==> src/rtl/core/dxtbd_pkg.sv <==
// Shared types and constants of the DXT1/DXT3 block decoder.
`default_nettype none

package dxtbd_pkg;

	localparam int unsigned QUEUE_DEPTH_DEF = 2;

	localparam int unsigned SIZE_W  = 15;
	localparam int unsigned COORD_W = 14;
	localparam int unsigned BLK_W   = 12;

	typedef enum logic [1:0] {
		CFG_MODE   = 2'd0,
		CFG_WIDTH  = 2'd1,
		CFG_HEIGHT = 2'd2
	} cfg_idx_t;

	typedef struct packed {
		logic              dxt3;
		logic [SIZE_W-1:0] width;
		logic [SIZE_W-1:0] height;
	} cfg_t;

	typedef struct packed {
		logic [7:0] r;
		logic [7:0] g;
		logic [7:0] b;
	} rgb_t;

	typedef struct packed {
		rgb_t [3:0]       pal;
		logic             pal3_opaque;
		logic             dxt3;
		logic [31:0]      idx;
		logic [63:0]      alpha_word;
		logic [15:0]      mask;
		logic [BLK_W-1:0] col;
		logic [BLK_W-1:0] row;
	} blk_t;

endpackage

`default_nettype wire

==> src/rtl/core/dxt1_dxt3_block_decoder.sv <==
// Top level of the DXT1/DXT3 texture block decoder.
// A compressed 4x4 block is offered on color_word, alpha_word, block_col and
// block_row and is taken at a clock edge where start is high and busy is low.
// Configuration registers are written through cfg_valid, cfg_index and
// cfg_data; cfg_ready is always high, and the registers should be changed
// only while no block is in flight.
// Each decoded pixel comes out for one cycle with pixel_strobe high, in raster
// order within the block, and last_pixel marks the final pixel of a block.
// The receiver cannot stall the output, so no backpressure reaches the result side.
// A block passes the front-end stage register, the block queue and the back end's
// current-block register before its pixels reach the output registers. The back
// end walks all sixteen pixel positions of a block, one per cycle; pixels outside
// the image leave empty cycles. A block that lies wholly outside the image
// produces no pixel and is dropped by the front end without entering the queue.
// The front end keeps taking blocks while the back end works, until the
// block queue is full; busy then stays high until the back end frees an entry.
// Reset selects DXT1 with a 1x1 image and empties the pipeline.
`default_nettype none

module dxt1_dxt3_block_decoder #(
	parameter int unsigned QUEUE_DEPTH = dxtbd_pkg::QUEUE_DEPTH_DEF
) (
	input  wire                           clk,
	input  wire                           arst_n,
	input  wire                           start,
	output logic                          busy,
	input  wire  [63:0]                   color_word,
	input  wire  [63:0]                   alpha_word,
	input  wire  [dxtbd_pkg::BLK_W-1:0]   block_col,
	input  wire  [dxtbd_pkg::BLK_W-1:0]   block_row,
	input  wire                           cfg_valid,
	output logic                          cfg_ready,
	input  wire  [1:0]                    cfg_index,
	input  wire  [dxtbd_pkg::SIZE_W-1:0]  cfg_data,
	output logic                          pixel_strobe,
	output logic [dxtbd_pkg::COORD_W-1:0] pixel_x,
	output logic [dxtbd_pkg::COORD_W-1:0] pixel_y,
	output logic [7:0]                    red,
	output logic [7:0]                    green,
	output logic [7:0]                    blue,
	output logic [7:0]                    alpha,
	output logic                          last_pixel
);
	import dxtbd_pkg::*;

	cfg_t cfg_q;
	logic q_full;
	logic q_empty;
	logic q_push;
	logic q_pop;
	blk_t push_data;
	blk_t pop_data;

	assign cfg_ready = 1'b1;

	always_ff @(posedge clk or negedge arst_n) begin
		if (!arst_n) begin
			cfg_q.dxt3   <= 1'b0;
			cfg_q.width  <= SIZE_W'(1);
			cfg_q.height <= SIZE_W'(1);
		end else if (cfg_valid && cfg_ready) begin
			case (cfg_index)
				CFG_MODE: begin
					cfg_q.dxt3 <= cfg_data[0];
				end
				CFG_WIDTH: begin
					cfg_q.width <= cfg_data;
				end
				CFG_HEIGHT: begin
					cfg_q.height <= cfg_data;
				end
				default: begin
				end
			endcase
		end
	end

	dxtbd_front u_front (
		.clk        (clk),
		.arst_n     (arst_n),
		.cfg        (cfg_q),
		.start      (start),
		.busy       (busy),
		.color_word (color_word),
		.alpha_word (alpha_word),
		.block_col  (block_col),
		.block_row  (block_row),
		.q_full     (q_full),
		.push       (q_push),
		.push_data  (push_data)
	);

	dxtbd_queue #(
		.DEPTH (QUEUE_DEPTH)
	) u_queue (
		.clk       (clk),
		.arst_n    (arst_n),
		.push      (q_push),
		.push_data (push_data),
		.full      (q_full),
		.pop       (q_pop),
		.pop_data  (pop_data),
		.empty     (q_empty)
	);

	dxtbd_back u_back (
		.clk          (clk),
		.arst_n       (arst_n),
		.q_empty      (q_empty),
		.q_data       (pop_data),
		.q_pop        (q_pop),
		.pixel_strobe (pixel_strobe),
		.pixel_x      (pixel_x),
		.pixel_y      (pixel_y),
		.red          (red),
		.green        (green),
		.blue         (blue),
		.alpha        (alpha),
		.last_pixel   (last_pixel)
	);

endmodule

`default_nettype wire

==> src/rtl/core/dxtbd_front.sv <==
// Front end: takes a compressed block, builds its palette and visibility mask.
`default_nettype none

module dxtbd_front (
	input  wire                         clk,
	input  wire                         arst_n,
	input  wire  dxtbd_pkg::cfg_t       cfg,
	input  wire                         start,
	output logic                        busy,
	input  wire  [63:0]                 color_word,
	input  wire  [63:0]                 alpha_word,
	input  wire  [dxtbd_pkg::BLK_W-1:0] block_col,
	input  wire  [dxtbd_pkg::BLK_W-1:0] block_row,
	input  wire                         q_full,
	output logic                        push,
	output dxtbd_pkg::blk_t             push_data
);
	import dxtbd_pkg::*;

	function automatic logic [7:0] widen5(input logic [4:0] v);
		return {v, v[4:2]};
	endfunction

	function automatic logic [7:0] widen6(input logic [5:0] v);
		return {v, v[5:4]};
	endfunction

	// Division by three through the reciprocal 683/2048; the 8-bit result is exact for sums below 768.
	function automatic logic [7:0] div3(input logic [9:0] s);
		logic [19:0] p;
		p = s * 10'd683;
		return p[18:11];
	endfunction

	function automatic logic [7:0] mix(input logic [7:0] a, input logic [7:0] b);
		return div3({1'b0, a, 1'b0} + {2'b00, b});
	endfunction

	logic             valid_s1;
	logic [63:0]      cw_s1;
	logic [63:0]      aw_s1;
	logic [BLK_W-1:0] col_s1;
	logic [BLK_W-1:0] row_s1;

	logic             advance;
	logic             accept;
	rgb_t             p0;
	rgb_t             p1;
	rgb_t             p2;
	rgb_t             p3;
	logic [8:0]       sum_r;
	logic [8:0]       sum_g;
	logic [8:0]       sum_b;
	logic             four_color;
	logic [3:0]       col_ok;
	logic [3:0]       row_ok;
	logic [15:0]      mask;

	always_comb begin
		p0.r = widen5(cw_s1[15:11]);
		p0.g = widen6(cw_s1[10:5]);
		p0.b = widen5(cw_s1[4:0]);
		p1.r = widen5(cw_s1[31:27]);
		p1.g = widen6(cw_s1[26:21]);
		p1.b = widen5(cw_s1[20:16]);
		four_color = cfg.dxt3 || (cw_s1[15:0] > cw_s1[31:16]);
		sum_r = {1'b0, p0.r} + {1'b0, p1.r};
		sum_g = {1'b0, p0.g} + {1'b0, p1.g};
		sum_b = {1'b0, p0.b} + {1'b0, p1.b};
		if (four_color) begin
			p2.r = mix(p0.r, p1.r);
			p2.g = mix(p0.g, p1.g);
			p2.b = mix(p0.b, p1.b);
			p3.r = mix(p1.r, p0.r);
			p3.g = mix(p1.g, p0.g);
			p3.b = mix(p1.b, p0.b);
		end else begin
			p2.r = sum_r[8:1];
			p2.g = sum_g[8:1];
			p2.b = sum_b[8:1];
			p3   = '0;
		end
		for (int i = 0; i < 4; i++) begin
			col_ok[i] = {1'b0, col_s1, 2'(i)} < cfg.width;
			row_ok[i] = {1'b0, row_s1, 2'(i)} < cfg.height;
		end
		for (int n = 0; n < 16; n++) begin
			mask[n] = col_ok[n % 4] && row_ok[n / 4];
		end
	end

	assign advance = !valid_s1 || !q_full || (mask == '0);
	assign busy    = !advance;
	assign accept  = start && advance;
	assign push    = valid_s1 && !q_full && (mask != '0);

	always_comb begin
		push_data.pal         = {p3, p2, p1, p0};
		push_data.pal3_opaque = four_color;
		push_data.dxt3        = cfg.dxt3;
		push_data.idx         = cw_s1[63:32];
		push_data.alpha_word  = aw_s1;
		push_data.mask        = mask;
		push_data.col         = col_s1;
		push_data.row         = row_s1;
	end

	always_ff @(posedge clk or negedge arst_n) begin
		if (!arst_n) begin
			valid_s1 <= 1'b0;
		end else if (advance) begin
			valid_s1 <= start;
		end
	end

	always_ff @(posedge clk) begin
		if (accept) begin
			cw_s1  <= color_word;
			aw_s1  <= alpha_word;
			col_s1 <= block_col;
			row_s1 <= block_row;
		end
	end

endmodule

`default_nettype wire

==> src/rtl/core/dxtbd_queue.sv <==
// Short queue of decoded block descriptors between the front and back ends.
`default_nettype none

module dxtbd_queue #(
	parameter int unsigned DEPTH = dxtbd_pkg::QUEUE_DEPTH_DEF
) (
	input  wire              clk,
	input  wire              arst_n,
	input  wire              push,
	input  wire dxtbd_pkg::blk_t push_data,
	output logic             full,
	input  wire              pop,
	output dxtbd_pkg::blk_t  pop_data,
	output logic             empty
);
	import dxtbd_pkg::*;

	localparam int unsigned PTR_W = (DEPTH > 1) ? $clog2(DEPTH) : 1;
	localparam int unsigned CNT_W = $clog2(DEPTH + 1);

	blk_t             mem_q [DEPTH];
	logic [PTR_W-1:0] wr_ptr_q;
	logic [PTR_W-1:0] rd_ptr_q;
	logic [CNT_W-1:0] count_q;
	logic             do_push;
	logic             do_pop;

	assign full     = count_q == CNT_W'(DEPTH);
	assign empty    = count_q == '0;
	assign do_push  = push && !full;
	assign do_pop   = pop && !empty;
	assign pop_data = mem_q[rd_ptr_q];

	function automatic logic [PTR_W-1:0] next_ptr(input logic [PTR_W-1:0] p);
		return (p == PTR_W'(DEPTH - 1)) ? '0 : p + 1'b1;
	endfunction

	always_ff @(posedge clk or negedge arst_n) begin
		if (!arst_n) begin
			wr_ptr_q <= '0;
			rd_ptr_q <= '0;
			count_q  <= '0;
		end else begin
			if (do_push) begin
				wr_ptr_q <= next_ptr(wr_ptr_q);
			end
			if (do_pop) begin
				rd_ptr_q <= next_ptr(rd_ptr_q);
			end
			if (do_push && !do_pop) begin
				count_q <= count_q + 1'b1;
			end else if (do_pop && !do_push) begin
				count_q <= count_q - 1'b1;
			end
		end
	end

	always_ff @(posedge clk) begin
		if (do_push) begin
			mem_q[wr_ptr_q] <= push_data;
		end
	end

endmodule

`default_nettype wire

==> src/rtl/core/dxtbd_back.sv <==
// Back end: walks the sixteen pixels of a block and emits the visible ones.
`default_nettype none

module dxtbd_back (
	input  wire                           clk,
	input  wire                           arst_n,
	input  wire                           q_empty,
	input  wire  dxtbd_pkg::blk_t         q_data,
	output logic                          q_pop,
	output logic                          pixel_strobe,
	output logic [dxtbd_pkg::COORD_W-1:0] pixel_x,
	output logic [dxtbd_pkg::COORD_W-1:0] pixel_y,
	output logic [7:0]                    red,
	output logic [7:0]                    green,
	output logic [7:0]                    blue,
	output logic [7:0]                    alpha,
	output logic                          last_pixel
);
	import dxtbd_pkg::*;

	logic        active_q;
	logic [3:0]  n_q;
	blk_t        cur_q;
	logic        strobe_q;

	logic        free;
	logic        emit;
	logic [1:0]  sel;
	logic [3:0]  nib;
	logic [15:0] upper;
	rgb_t        color;
	logic [7:0]  a_val;
	logic        is_last;

	assign free  = !active_q || (n_q == 4'd15);
	assign q_pop = free && !q_empty;

	always_comb begin
		logic [31:0] idx_sh;
		logic [63:0] aw_sh;
		idx_sh  = cur_q.idx >> {n_q, 1'b0};
		aw_sh   = cur_q.alpha_word >> {n_q, 2'b00};
		sel     = idx_sh[1:0];
		nib     = aw_sh[3:0];
		upper   = cur_q.mask >> n_q;
		is_last = upper[15:1] == '0;
		emit    = active_q && upper[0];
		color   = cur_q.pal[sel];
		if (cur_q.dxt3) begin
			a_val = {nib, nib};
		end else if ((sel == 2'd3) && !cur_q.pal3_opaque) begin
			a_val = 8'd0;
		end else begin
			a_val = 8'd255;
		end
	end

	always_ff @(posedge clk or negedge arst_n) begin
		if (!arst_n) begin
			active_q <= 1'b0;
			n_q      <= '0;
			strobe_q <= 1'b0;
		end else begin
			strobe_q <= emit;
			if (free) begin
				active_q <= !q_empty;
				n_q      <= '0;
			end else begin
				n_q <= n_q + 1'b1;
			end
		end
	end

	always_ff @(posedge clk) begin
		if (q_pop) begin
			cur_q <= q_data;
		end
		if (emit) begin
			pixel_x    <= {cur_q.col, n_q[1:0]};
			pixel_y    <= {cur_q.row, n_q[3:2]};
			red        <= color.r;
			green      <= color.g;
			blue       <= color.b;
			alpha      <= a_val;
			last_pixel <= is_last;
		end
	end

	assign pixel_strobe = strobe_q;

endmodule

`default_nettype wire

==> config.mk <==
export PLATFORM = sky130hd
export DESIGN_NAME = dxt1_dxt3_block_decoder
export DESIGN_NICKNAME = d
export VERILOG_FILES = /design/src/rtl/core/dxtbd_pkg.sv /design/src/rtl/core/dxt1_dxt3_block_decoder.sv /design/src/rtl/core/dxtbd_front.sv /design/src/rtl/core/dxtbd_queue.sv /design/src/rtl/core/dxtbd_back.sv
export SDC_FILE = /design/constraint.sdc
export NUM_CORES = 2
export LEC_CHECK = 0
export BUFFER_PORTS_ARGS = -buffer_cell sky130_fd_sc_hd__buf_2
export CAP_MARGIN = 5
export CORE_MARGIN = 2
export CORE_UTILIZATION = 56
export CTS_CLUSTER_SIZE = 30
export DETAILED_ROUTE_END_ITERATION = 16
export GPL_ROUTABILITY_DRIVEN = 1
export PLACE_DENSITY = 0.74
export SYNTH_ARGS = -nofsm -noshare
export SYNTH_HDL_FRONTEND = slang
export SYNTH_SLANG_ARGS = --single-unit
==> constraint.sdc <==
create_clock -name clk -period 12.8 [get_ports clk]
set_input_delay 0.64 -clock clk [delete_from_list [all_inputs] [get_ports clk]]
set_output_delay 0.64 -clock clk [all_outputs]
set_load 0.05 [all_outputs]
==> results.sh <==
export IMPL_min_path_type="in -> async"
export IMPL_multiInputGateArea_um2=16900
export IMPL_fin_crit_ns=7.48
export IMPL_cts_tree="yes"
export IMPL_num_vias=24300
export IMPL_holdBufCountCts=0
export IMPL_dieArea_um2=83300
export IMPL_async_reset_ff_share_pct=4.64
export IMPL_postSynthCellCount=2965
export IMPL_fin_worst_skew_ns=0.0553
export IMPL_drive_gt1_share_pct=20.7
export IMPL_coreArea_um2=80400
export IMPL_die_x_um=289
export IMPL_row_count=104
export IMPL_mostFrequentLayoutCells="edfxtp_1 (863), ha_1 (434), inv_1 (344)"
export IMPL_drtIter0Drc=1375
export IMPL_post_place_ws_ns=5.31
export IMPL_max_freq_ghz=0.134
export IMPL_clkLatencyLatePin_ns=0.66
export IMPL_placed_area_um2=47800
export IMPL_setup_viol=0
export IMPL_max_cap_violations=0
export IMPL_relSlewSlack_pct=21.6
export IMPL_seq_area_um2=27000
export IMPL_cts_resized=0
export IMPL_start_kind="flop"
export IMPL_outcome="complete, no violations"
export IMPL_synth_area_um2=45400
export IMPL_dr_pass1_iters=7
export IMPL_final_setup_tns_ns=0
export IMPL_critPathCaptureType="flop"
export IMPL_start_util_pct=56.4
export IMPL_rsz0062_at_grt="false"
export IMPL_first_global_vias=26000
export IMPL_critical_path_arrival_ns=7.83
export IMPL_grt_usage_pct=22.5
export IMPL_clk_path_buf_depth=3
export IMPL_syn_to_final_growth_pct=12.0
export IMPL_wire_per_inst_um=21.1
export IMPL_grt_pass1_wl_um=144000
export IMPL_tightestPinTransition_ns=1.16
export IMPL_gp_congestion=0.889
export IMPL_io_pins=237
export IMPL_antenna_left=0
export IMPL_layout_commonest_cell="edfxtp_1"
export IMPL_drc_errors=0
export IMPL_detail_route_wirelength_um=92600
export IMPL_slew_viol_final=0
export IMPL_nFillCells=5797
export IMPL_crit_fanout=9
export IMPL_post_drt_via_cell_ratio=5.55
export IMPL_grt_max_degree=145
export IMPL_yosysSeqAreaShare_pct=59.4
export IMPL_finalHoldViolCount=0
export IMPL_portBuffers=235
export IMPL_numCtsBuffers=91
export IMPL_synthFlopType="edfxtp_1"
export IMPL_clk_pin_slew_ns=0.06
export IMPL_fin_crit_sh_pct=58.4
export IMPL_cts_num_sinks=905
export IMPL_synth_nets=3699
export IMPL_worst_slack_ns=5.32
export IMPL_synth_warnings=0
export IMPL_htreeDepth=3
export IMPL_worstPathRequired_ns=13.15
export IMPL_synth_edf_count=863
export IMPL_design_area_um2=50800
export IMPL_fp_dieH_um=289
export IMPL_synth_avg_cell_area_um2=15.3
export IMPL_antenna_found_initial=4
export IMPL_critPathKind="reg -> reg"
export IMPL_grt_ovfl_total=0
export IMPL_cts_root_buf="clkbuf_16"
export IMPL_ys_ff_latch=905
export IMPL_nets=3986
export IMPL_dp_final_hpwl_um=65000
export IMPL_synth_cell_types=68
export IMPL_postCtsSetupRepairBufs=0
layout make-up:
class                   count  share of cell area (%)
diodes                      2                 0.00985
multi-input cells        1656                    33.2
clock buffers             103                    4.59
inverters                 346                    2.57
clock inverters            66                    1.41
well taps                1060                    2.61
repair buffers            252                    2.56
flip-flops and latches    905                    53.1
critical path: stages, from the launching register on:
cell and delay, ns:
edfxtp_1 0.56, ha_1 0.34, fa_1 0.47, a21o_1 0.19, a21oi_1 0.30, nor2b_1 0.10, o21a_1 0.18, nor2_1 0.11
xnor2_1 0.26, xnor2_1 0.23, inv_1 0.07, ha_1 0.28, inv_1 0.05, fa_1 0.54, inv_1 0.06, fa_1 0.50
inv_1 0.05, fa_1 0.53, inv_1 0.04, ha_1 0.29, o21ai_0 0.24, o41ai_1 0.13, a211oi_1 0.54, a211oi_1 0.24
or3_1 0.42, a21oi_1 0.19, xor2_1 0.16, mux2i_1 0.10
path summary, 6_finish.rpt:
kind                              startpoint                     to  slack, ns  cells after the start
max                        u_front.cw_s1[13]  u_queue.mem_q[1][208]       5.32                     27
min                                   arst_n              cfg_q[28]       0.14                      1
max reg2reg                u_front.cw_s1[13]  u_queue.mem_q[1][208]       5.32                     27
min reg2reg                u_front.cw_s1[33]  u_queue.mem_q[1][105]       0.41                      0
max in group asynchronous             arst_n       u_queue.rd_ptr_q      11.95                      1
min in group clk              color_word[15]      u_front.cw_s1[15]       0.14                      1
metrics by stage:
step	utilization (%)	std cells	hold WS [ns]
finish	63.2	4390	0.141
global route	63.2	4388	0.111
CTS	63.2	4388	0.104
detailed placement	59.4	4219	0.405
global placement	59.4	4219	0.402
floorplan	-	2965	0.344
metal layers:
metal | GRT usage [%] | share of wire [%] | up-vias
met5 | 0 | 0.058 | -
met4 | 5.55 | 1.8 | 8
met3 | 3.55 | 5.0 | 120
met2 | 39.7 | 51 | 556
met1 | 29.3 | 42 | 12200
li1 | - | - | 11400
state kept, by name, summed over array words and instances (netlist names), 2 cells and up:
| name | flops |
|---|---|
| u_queue.mem_q | 436 |
| u_back.cur_q | 218 |
| u_front.aw_s1 | 64 |
| u_front.cw_s1 | 64 |
| cfg_q | 31 |
| u_back.pixel_x | 14 |
| u_back.pixel_y | 14 |
| u_front.col_s1 | 12 |
| u_front.row_s1 | 12 |
| u_back.blue | 8 |
| u_back.green | 8 |
| u_back.red | 8 |
| u_back.alpha | 4 |
| u_back.n_q | 4 |
| u_queue.count_q | 2 |
Yosys cell counts (all sizes together) (3+ instances only):
cell type | number | share of area (%)
mux4 | 29 | 1.4
nor4 | 5 | 0.069
a21o | 34 | 0.56
mux2i | 83 | 1.8
and4 | 4 | 0.077
or4 | 4 | 0.066
or3 | 11 | 0.15
a21oi | 89 | 0.98
xnor2 | 97 | 1.9
buf | 22 | 0.29
a22oi | 5 | 0.083
and2 | 8 | 0.11
dfrtp | 40 | 2.2
a31oi | 3 | 0.041
nand3 | 11 | 0.12
nand2b | 10 | 0.14
a2111oi | 3 | 0.058
o22ai | 4 | 0.055
nor3 | 24 | 0.26
mux2 | 251 | 6.2
o21ai | 48 | 0.53
a211oi | 17 | 0.28
nor2b | 15 | 0.21
inv | 346 | 2.9
o31ai | 15 | 0.25
o21a | 20 | 0.33
o211ai | 7 | 0.12
nand4 | 12 | 0.17
fa | 127 | 5.6
xor2 | 39 | 0.75
ha | 434 | 12
o21bai | 26 | 0.43
nand3b | 4 | 0.066
and3 | 4 | 0.055
nand2 | 65 | 0.54
edfxtp | 863 | 57
or2 | 4 | 0.055
nor3b | 5 | 0.083
o41ai | 4 | 0.12
clkbuf | 36 | 0.30
nor2 | 109 | 0.90
a211o | 3 | 0.058
cell families (layout without fill, tap and decap cells):
logic type | Yosys count | in the layout | synth area share (%)
DFF | 905 | 905 | 59.4
adders and majority gates | 561 | 561 | 17.6
buffers and inverters | 404 | 767 | 3.45
AOI/OAI and AO/OA | 296 | 296 | 4.25
muxes | 363 | 363 | 9.50
and+or+nand+nor | 299 | 299 | 3.16
xor gates and xnor gates | 136 | 136 | 2.63
other | 1 | 3 | 0.00826
Power is left out: the tool's default activity adds up to more than one toggle a clock period on the data nets, which glitch-free logic cannot reach.
